--- config.mk ---
export PLATFORM = sky130hd
export DESIGN_NAME = count_smaller_after_each_core
export DESIGN_NICKNAME = d
export VERILOG_FILES = /design/src/rtl/csa_pkg.sv /design/src/rtl/csa_ram.sv /design/src/rtl/count_smaller_after_each_core.sv
export VERILOG_INCLUDE_DIRS = /design/src /design/src/rtl
export SDC_FILE = /design/constraint.sdc
export NUM_CORES = 2
export LEC_CHECK = 0
export ABC_AREA = 1
export ABC_CLOCK_PERIOD_IN_PS = 4300
export BUFFER_PORTS_ARGS = -buffer_cell sky130_fd_sc_hd__buf_2
export CAP_MARGIN = 20
export CORE_ASPECT_RATIO = 1.4
export CORE_MARGIN = 5
export CORE_UTILIZATION = 45
export DETAILED_ROUTE_END_ITERATION = 6
export GPL_TIMING_DRIVEN = 0
export PLACE_DENSITY = 0.6
export REMOVE_ABC_BUFFERS = 1
export SLEW_MARGIN = 20
export SYNTH_ARGS = -nofsm -noshare
export SYNTH_HDL_FRONTEND = slang
export SYNTH_SLANG_ARGS = --single-unit
--- constraint.sdc ---
create_clock -name clk -period 4.3 [get_ports clk]
set_input_delay 0.43 -clock clk [delete_from_list [all_inputs] [get_ports clk]]
set_output_delay 0.43 -clock clk [all_outputs]
set_load 0.02 [all_outputs]
--- src/rtl/count_smaller_after_each_core_defines.svh ---
// Assertion macros for the count_smaller_after_each core.
// Used by the top level; expects clk and arst_n in scope.
`ifndef COUNT_SMALLER_AFTER_EACH_CORE_DEFINES_SVH
`define COUNT_SMALLER_AFTER_EACH_CORE_DEFINES_SVH

// Implication checked every clock outside reset.
`define CSA_ASSERT_IMP(lbl, ante, cons, msg) \
	lbl: assert property (@(posedge clk) disable iff (!arst_n) (ante) |-> (cons)) \
		else $error(msg);

// Condition that must hold at every clock outside reset.
`define CSA_ASSERT_ALWAYS(lbl, cond, msg) \
	lbl: assert property (@(posedge clk) disable iff (!arst_n) (cond)) \
		else $error(msg);

`endif

--- src/rtl/csa_pkg.sv ---
// Package for the count_smaller_after_each core: sizes and FSM state type.
// No dependencies.
package csa_pkg;
	localparam int MAX_N  = 64;
	localparam int ADDR_W = $clog2(MAX_N);
	localparam int CNT_W  = $clog2(MAX_N + 1);
	localparam int VAL_W  = 32;
	localparam int RES_W  = 6;

	typedef enum logic [1:0] {
		S_LOAD,
		S_PIV,
		S_SCAN,
		S_EMIT
	} csa_state_t;
endpackage

--- src/rtl/csa_ram.sv ---
// Generic single-clock RAM: one write port, one read port, registered read.
// No dependencies.
module csa_ram #(
	parameter int WIDTH = 8,
	parameter int DEPTH = 16
) (
	input  logic                     clk,
	input  logic                     we,
	input  logic [$clog2(DEPTH)-1:0] waddr,
	input  logic [WIDTH-1:0]         wdata,
	input  logic [$clog2(DEPTH)-1:0] raddr,
	output logic [WIDTH-1:0]         rdata
);
	logic [WIDTH-1:0] mem [DEPTH];

	always_ff @(posedge clk) begin
		if (we) begin
			mem[waddr] <= wdata;
		end
		rdata <= mem[raddr];
	end
endmodule

--- src/rtl/count_smaller_after_each_core.sv ---
// Count-smaller-after-each core: for each element of a set, the number of later
// elements strictly below it. Loading takes one transfer per cycle; after the
// transfer flagged tlast the set is counted and results go out in arrival order.
// For each result i the core reads the pivot, then compares each later element
// on the single read port of the value memory, then offers the result, which
// the output can stall. No input is taken while results are being produced.
// Up to MAX_N elements are stored; extra ones are dropped and all results of
// that set carry the overflow flag in tuser. Depends on csa_pkg, csa_ram and
// count_smaller_after_each_core_defines.svh.
`include "count_smaller_after_each_core_defines.svh"

module count_smaller_after_each_core import csa_pkg::*; (
	input  logic        clk,
	input  logic        arst_n,
	// input stream
	input  logic        s_tvalid,
	output logic        s_tready,
	input  logic [31:0] s_tdata,   // [31:0] value (signed)
	input  logic        s_tlast,   // last_in
	// output stream
	output logic        m_tvalid,
	input  logic        m_tready,
	output logic [7:0]  m_tdata,   // [5:0] smaller_after, [7:6] zero
	output logic        m_tlast,   // last_out
	output logic        m_tuser    // [0] overflow
);
	csa_state_t state_q, state_d;

	logic [CNT_W-1:0]  cnt_q;    // elements stored in this set
	logic              drop_q;   // an element of this set was dropped
	logic [CNT_W-1:0]  i_q;      // current pivot index
	logic [CNT_W-1:0]  j_q;      // index of the element now on the read data
	logic [VAL_W-1:0]  pivot_q;
	logic [RES_W-1:0]  acc_q;    // running count for the pivot

	logic              in_xfer, out_xfer;
	logic              we;
	logic [ADDR_W-1:0] raddr;
	logic [VAL_W-1:0]  rdata;
	logic [CNT_W-1:0]  i_inc, j_inc;
	logic              res_last;

	assign in_xfer  = s_tvalid && s_tready;
	assign out_xfer = m_tvalid && m_tready;
	assign i_inc    = i_q + CNT_W'(1);
	assign j_inc    = j_q + CNT_W'(1);
	assign res_last = (i_inc == cnt_q);
	assign we       = in_xfer && (cnt_q < CNT_W'(MAX_N));

	// Read address for the next cycle's data.
	always_comb begin
		case (state_q)
			S_LOAD:  raddr = '0;
			S_PIV:   raddr = i_inc[ADDR_W-1:0];
			S_SCAN:  raddr = j_inc[ADDR_W-1:0];
			S_EMIT:  raddr = i_inc[ADDR_W-1:0];
			default: raddr = '0;
		endcase
	end

	csa_ram #(.WIDTH(VAL_W), .DEPTH(MAX_N)) u_val_ram (
		.clk   (clk),
		.we    (we),
		.waddr (cnt_q[ADDR_W-1:0]),
		.wdata (s_tdata),
		.raddr (raddr),
		.rdata (rdata)
	);

	// Next state.
	always_comb begin
		state_d = state_q;
		case (state_q)
			S_LOAD:  if (in_xfer && s_tlast) state_d = S_PIV;
			S_PIV:   state_d = res_last ? S_EMIT : S_SCAN;
			S_SCAN:  if (j_inc == cnt_q) state_d = S_EMIT;
			S_EMIT:  if (out_xfer) state_d = res_last ? S_LOAD : S_PIV;
			default: state_d = S_LOAD;
		endcase
	end

	// Handshake outputs.
	always_comb begin
		s_tready = 1'b0;
		m_tvalid = 1'b0;
		case (state_q)
			S_LOAD:  s_tready = 1'b1;
			S_EMIT:  m_tvalid = 1'b1;
			default: ;
		endcase
	end

	assign m_tdata = {2'b00, acc_q};
	assign m_tlast = res_last;
	assign m_tuser = drop_q;

	always_ff @(posedge clk or negedge arst_n) begin
		if (!arst_n) begin
			state_q <= S_LOAD;
			cnt_q   <= '0;
			drop_q  <= 1'b0;
			i_q     <= '0;
			j_q     <= '0;
		end else begin
			state_q <= state_d;
			case (state_q)
				S_LOAD: begin
					i_q <= '0;
					if (in_xfer) begin
						if (we) cnt_q <= cnt_q + CNT_W'(1);
						else    drop_q <= 1'b1;
					end
				end
				S_PIV:   j_q <= i_inc;
				S_SCAN:  j_q <= j_inc;
				S_EMIT: begin
					if (out_xfer) begin
						if (res_last) begin
							cnt_q  <= '0;
							drop_q <= 1'b0;
						end else begin
							i_q <= i_inc;
						end
					end
				end
				default: ;
			endcase
		end
	end

	// Datapath registers, no reset needed.
	always_ff @(posedge clk) begin
		case (state_q)
			S_PIV: begin
				pivot_q <= rdata;
				acc_q   <= '0;
			end
			S_SCAN: begin
				if ($signed(rdata) < $signed(pivot_q)) acc_q <= acc_q + RES_W'(1);
			end
			default: ;
		endcase
	end

	`CSA_ASSERT_ALWAYS(a_cnt_range, cnt_q <= CNT_W'(MAX_N), "fill count above capacity")
	`CSA_ASSERT_IMP(a_drop_full, drop_q, cnt_q == CNT_W'(MAX_N), "drop flag with room left")
	`CSA_ASSERT_IMP(a_scan_bound, state_q == S_SCAN, (j_q < cnt_q) && (j_q > i_q),
		"scan index outside later elements")
endmodule

### Yosys cells after proc, flatten, opt, wreduce, memory -nomap -nowiden

Memories as Yosys holds them, arrays and structs flattened. A register that Yosys moved wholly into a read port is not among the register bits.
Cells that the tools add are included.

| word-level totals | value |
|---|---|
| bits in registers | 62 |
| memories kept | 1 |
| input bits | 37 |
| memory bits (writable) | 2048 |

Memories:

| memory | depth | bits a word | rd ports | clocked after memory_dff | write ports | RTL line | RTL |
|---|---|---|---|---|---|---|---|
| u_val_ram.mem | 64 | 32 | 1 | 1 | 1 | csa_ram.sv:14 | `logic [WIDTH-1:0] mem [DEPTH];` |

| operators by class | value |
|---|---|
| order comparisons | 2 |
| multiplexer cells | 27 |
| reductions and logical operators | 13 |
| eq/ne operators | 14 |
| add/sub/neg operators | 4 |

Operators by type and width:

| operator | count |
|---|---|
| $mux 7 | 6 |
| $pmux 7 s2 | 3 |
| $lt 32x32->1 | 1 |
| $add 7x1->7 const B | 3 |
| $pmux 6 s3 | 1 |
| $ne 2x2->1 const B | 8 |
| $eq 7x7->1 | 2 |
| $pmux 6 s2 | 1 |
| $mux 1 | 10 |
| $reduce_and 5->1 | 2 |
| $pmux 2 s4 | 1 |
| $lt 7x7->1 const B | 1 |
| $add 6x1->6 const B | 1 |
| $mux 2 | 3 |
| $mux 6 | 1 |
| $reduce_and 3->1 | 2 |
| $eq 2x2->1 const B | 2 |
| $logic_and 1x1->1 | 4 |
| $reduce_bool 2->1 | 2 |
| $eq 2x1->1 const B | 1 |
| $logic_not 2->1 | 1 |
| $ne 2x1->1 const B | 1 |
| $pmux 1 s2 | 1 |
| $reduce_and 2->1 | 1 |
| $reduce_or 2->1 | 1 |

### Logic depth before layout (Yosys ltp)

| logic depth | value |
|---|---|
| depth after elaboration | 7 |
| mapped depth | 16 |
| depth with buffers taken out | 15 |

### Hierarchy

From an unflattened synthesis, not the netlist that was laid out.

| second synthesis, totals | value |
|---|---|
| cells, all modules | 7249 |
| area, all modules | 86700.7 um^2 |

By module, submodules not included:

| module | cells an instance | times used | area each (um^2) | sequential area each (um^2) |
|---|---|---|---|---|
| csa_ram | 6769 | 1 | 82738.1 | 62139.6 |
| count_smaller_after_each_core | 480 | 1 | 3962.6 | 1741.7 |

### Worst setup path before layout

Ideal clock, no wire load.

| path | value |
|---|---|
| path kind | register to register |
| start point | register state_q[0] |
| end point | memory u_val_ram.mem[0][0] in the netlist's numbering (enable) |
| required time | 3.879 ns |
| stages on the path, launching flop included | 7 |
| period minus slack after synthesis | 3.457 ns |
| setup slack | 0.843 ns |
| arrival | 3.036 ns |
| path buffers | 0 |
| setup time | 0.421 ns |
| path through | dfrtp_1 inv_1 ha_1 nand2_1 nor2_1 nand4_1 nor2_1 |

| on the way | value |
|---|---|
| longest elaborated chain between the ends | 6 |

Ends and longest elaborated chain:

| what | RTL line | RTL |
|---|---|---|
| from (decl) | count_smaller_after_each_core.sv:27 | `csa_state_t state_q, state_d;` |
| from (signal assigned) | count_smaller_after_each_core.sv:105 | `state_q <= state_d;` |
| $logic_not 2->1 | count_smaller_after_each_core.sv:86 | `case (state_q)` |
| $mux 1 | count_smaller_after_each_core.sv:86 |  |
| net s_tready | count_smaller_after_each_core.sv:17 | `output logic s_tready,` |
| $logic_and 1x1->1 | count_smaller_after_each_core.sv:43 | `assign in_xfer = s_tvalid && s_tready;` |
| $logic_and 1x1->1 | count_smaller_after_each_core.sv:48 | `assign we = in_xfer && (cnt_q < CNT_W'(MAX_N));` |
| $mux 1 | csa_ram.sv:17 | `if (we) begin` |
| $mux 1 (not written as such) | csa_ram.sv:18 | `mem[waddr] <= wdata;` |
| to (decl) | csa_ram.sv:14 |  |

The timed path passes the listed nets, and every way through them passes these cells.

### Final worst setup path

| path | value |
|---|---|
| start point | register state_q[0] |
| end point | register u_val_ram.rdata[18], read port of u_val_ram.mem |

| on the way | value |
|---|---|
| longest elaborated chain between the ends | 3 |
| elaborated cells on any way between the ends | 6 |
| classes of those cells | eq/ne: 3; mux: 1; reduce/logical: 2 |

Ends and longest elaborated chain:

| what | RTL line | RTL |
|---|---|---|
| $eq 2x1->1 / $eq 2x2->1 (equally long branches) | count_smaller_after_each_core.sv:52 | `case (state_q)` |
| $reduce_or 2->1 (no source line) | - |  |
| $pmux 6 s3 * | count_smaller_after_each_core.sv:52 |  |
| to (decl) | csa_ram.sv:12 | `output logic [WIDTH-1:0] rdata` |

Every way passes the cells marked *; elsewhere a longest branch is shown, timed or not.
A chain may end at the register's enable or synchronous reset.

==> summary.txt <==
Synthesis
  • Post-Syn Instances: 8182
  • Ranking of synthesized cells by area: edfxtp_1 (69%), nand2_1 (13%), nand3_1 (7.3%)
  • Area share of the largest cell type after synthesis: 0.693
  • Yosys cell types: 34
  • Synth area leader: edfxtp_1
  • Number of synthesized flops with an enable pin: between 2000 and 2500
  • Yosys Warn Count: 0
  • Synth Register Bits: 2142
  • Avg Cell Area, Syn: 11.0 µm²
  • Top_reg_cell synth: edfxtp_1
  • Sequential area share after synthesis: 0.707
  • Mapped cell area: 90400 µm²
  • Asr flop ratio synth: 0.0112
  • Most frequent cells after synthesis: nand2_1 (3152), edfxtp_1 (2086), nand3_1 (1313)
  • Most frequent cell after synthesis: nand2_1

Timing
  • F_max: 234 MHz
  • Clk_skew: 50.7 ps
  • Post-layout min period: 4280 ps
  • Min Hold Slack: between 90 and 100 ps
  • Fin. Hold Viols: 0
  • Slew at the pin closest to its max-slew limit: 1070 ps
  • Final setup viols: 0
  • Rel. slew slack: 0.285
  • Slew Limit Fails: 0
  • PnR worst setup slack: 18.4 ps
  • Fin crit share: 0.996
  • RSZ-0062 raised after global routing: true

Power
  • VDD IR max: between 0.6 and 0.7 mV
  • Flop pwr share: 0.348
  • PwrDens: 660 nW/µm²
  • Switch Pwr: 27000 µW
  • Comb power frac: 0.409
  • Internal power: 41700 µW
  • Leakage: 0.0398 µW
  • Clk network pwr share: 0.243
  • Switching part of the total power: 0.393

Job
  • Total of max-cap violations: 0

Worst setup path
  • Worst reg2reg setup slack: roughly 18 ps
  • Crit-path max FO: 57
  • RR Endpoint: u_val_ram.rdata[18]$_DFF_P_
  • Crit Reg-Reg Startpoint: state_q[0]$_DFFE_PN0P_
  • Worst path depth: 15
  • Worst-path cell chain: ha_4 -> inv_2 -> nand2_2 -> nand3_1 -> nand2_1 -> nand2_8 -> buf_16 -> clkinv_8 -> buf_16 -> buf_16 -> nand3_1 -> nand3_1 -> nand3_1 -> nand3_1 -> nand2_1
  • Most common cell on crit path: nand3_1
  • Worst path bufs/invs: 5
  • Crit-path max cell delay: 460 ps
  • Delay-heaviest family, CP: simple AND/OR/NAND/NOR gates
  • WP data arrival: 5050 ps
  • Critical Path Sink: u_val_ram.rdata[18]$_DFF_P_
  • Slowest cell on the critical path: dfrtp_2
  • CP startpoint: state_q[0]$_DFFE_PN0P_
  • Worst Path Required: 5060 ps
  • Critical Path Start Type: flop
  • R2R depth: 15
  • Type of the worst setup path: flop to flop
  • Setup crit end kind: flop

Routing
  • Initial DRC Count: around 7000
  • Via count: 62300
  • DRT Pass-1 Iters: 6
  • Post-DR vias/cell: 5.67
  • Final WL: 275000 µm
  • WL per Instance: ~25 µm
  • Drc violations: 0
  • Antenna-violating nets left: 0

Clocking
  • Clock-pin slew on the worst setup and hold paths: 70 ps
  • Clk_lat worst skew: 860 ps
  • Num CTS Buffers: between 200 and 250
  • Clock buffer depth: 4
  • H-tree depth: 4
  • CTS Sinks: about 2100
  • Root buf cell: clkbuf_16
  • CTS tree: done

Cells and area
  • Fin util: 0.522
  • Final nets: approximately 8300
  • Fill cells: 16700
  • Layout cells sized above 1: 0.0812
  • Final Non-Filler Cells: around 11000
  • Area grow syn2layout: 15.3%
  • Fin area: 104000 µm²

Place
  • Post-DP HPWL: approximately 140000 µm
  • Port Buffers: 46
  • Cell Area, Placed: 96300 µm²
  • GP Congestion: around 0.8
  • Placed cells: 10600
  • Post-place setup slack: -3370 ps

Floorplan
  • Initial core utilization: 0.452
  • # IOs: 49
  • Die Y-Extent: 540 µm
  • Rows: just under 200
  • Die ar.: around 210000 µm²
  • Core Area: 200000 µm²
  • Die X: slightly below 400 µm

Global route
  • Overflow after GRT: 0
  • Largest net degree at the start of global routing: 111
  • Total track usage: 0.254
  • Initial antenna violation count: 8
  • First-pass GRT wire length: 398000 µm
  • Vias in the first global route: 59500

Run status
  • Outcome: finished, final reports clean

Hold path
  • Min-delay src: s_tdata[21]
  • Worst min path class: input pin to flop
[logic make-up (layout without fill, tap and decap cells)]
group           after synthesis  count (layout)  share of synthesized area
flops                      2142            2142                      0.707
simple gates               4975            4980                      0.236
xor+xnor                      9               9                    0.00102
other cells                   1               5                  0.0000415
compound gates              122             122                    0.00695
fa+ha+maj                    39              39                    0.00540
buf+inv                     894            1063                     0.0434
[stage by stage]
| step | setup TNS (ps) | power [µW] |
|---|---|---|
| after CTS | 0 | 68500 |
| after floorplan | -375080 | 38500 |
| final | 0 | 68800 |
| after detailed placement | -91620 | 48500 |
| after global routing | -9.52 | 72300 |
| after global placement | -4929910 | 42300 |
[flip-flops by register name, indices dropped and copies added, names as in the netlist]
signal and flops:
u_val_ram.mem 2048, pivot_q 32, u_val_ram.rdata 32, cnt_q 7
i_q 7, j_q 7, acc_q 6, state_q 2
m_tuser 1
[routing by layer]
| metal | track usage | share of wire | vias up |
|---|---|---|---|
| li1 | - | - | 27900 |
| met1 | 0.331 | 0.38 | 30700 |
| met2 | 0.429 | 0.49 | 3045 |
| met3 | 0.0333 | 0.079 | 687 |
| met4 | 0.113 | 0.047 | 0 |
| met5 | 0 | 0 | - |
[power groups by stage]
stage	combinational (µW)	clock (µW)	sequential, µW
final	28200	16700	23900
after global routing	30600	17700	24000
after CTS	27700	16900	23900
after detailed placement	24200	0	24400
after global placement	17900	0	24300
after floorplan	14200	0	24300
[final cells by class]
type / count / area, µm² / area share
diodes: 3 / 7.51 / 0.0000720
clock buffers: 251 / 5260 / 0.0505
clock inverters: 104 / 688 / 0.00660
inverters: 408 / 1620 / 0.0155
multi-input cells: 5152 / 23400 / 0.224
flip-flops and latches: 2142 / 63900 / 0.613
well taps: 2646 / 3310 / 0.0318
repair buffers: 295 / 6040 / 0.0580
repair inverters: 5 / 43.8 / 0.000420
[cells in the final DEF (no fill, tap or decap), types with 5 or more instances in the layout]
cell type     n
edfxtp_1   2086
buf_4        61
nor2_1      156
nor2_4       64
o21ai_0      56
nand2_4      11
nand3_1    1299
inv_6         9
nand2_1    3139
bufinv_16     7
nand2_2       9
nand3_2      13
nor3_1        6
dfxtp_1      32
nand3b_1    256
clkinv_2     38
clkinv_1     48
bufbuf_16    29
nand4_1      20
ha_1         35
buf_2        17
dfrtp_1      22
inv_1       396
clkbuf_16   208
xor2_1        6
clkbuf_1     48
inv_16        5
buf_16      107
o21ai_1      34
buf_12       72
a21oi_1      21
[worst min-delay path by stage]
stage / end / cells past startpoint
after floorplan: cnt_q[0]$_DFFE_PN0P_ / 0
after global placement: pivot_q[0]$_DFFE_PP_ / 0
after detailed placement: pivot_q[0]$_DFFE_PP_ / 0
after CTS: u_val_ram.mem[51][21]$_DFFE_PP_ / 1
after global routing: u_val_ram.mem[51][21]$_DFFE_PP_ / 1
final: u_val_ram.mem[51][21]$_DFFE_PP_ / 1
[repair_timing]
item | in CTS | in global routing
hold endpoints to repair | 26 | 0
hold buffers | 2 | 0
setup endpoints to repair | 245 | 26
gates resized for setup | 38 | 16
buffers inserted | 32 | 3
cloned | 46 | 5
pin swaps | 16 | 2
Power figures use the tool's default switching activity.
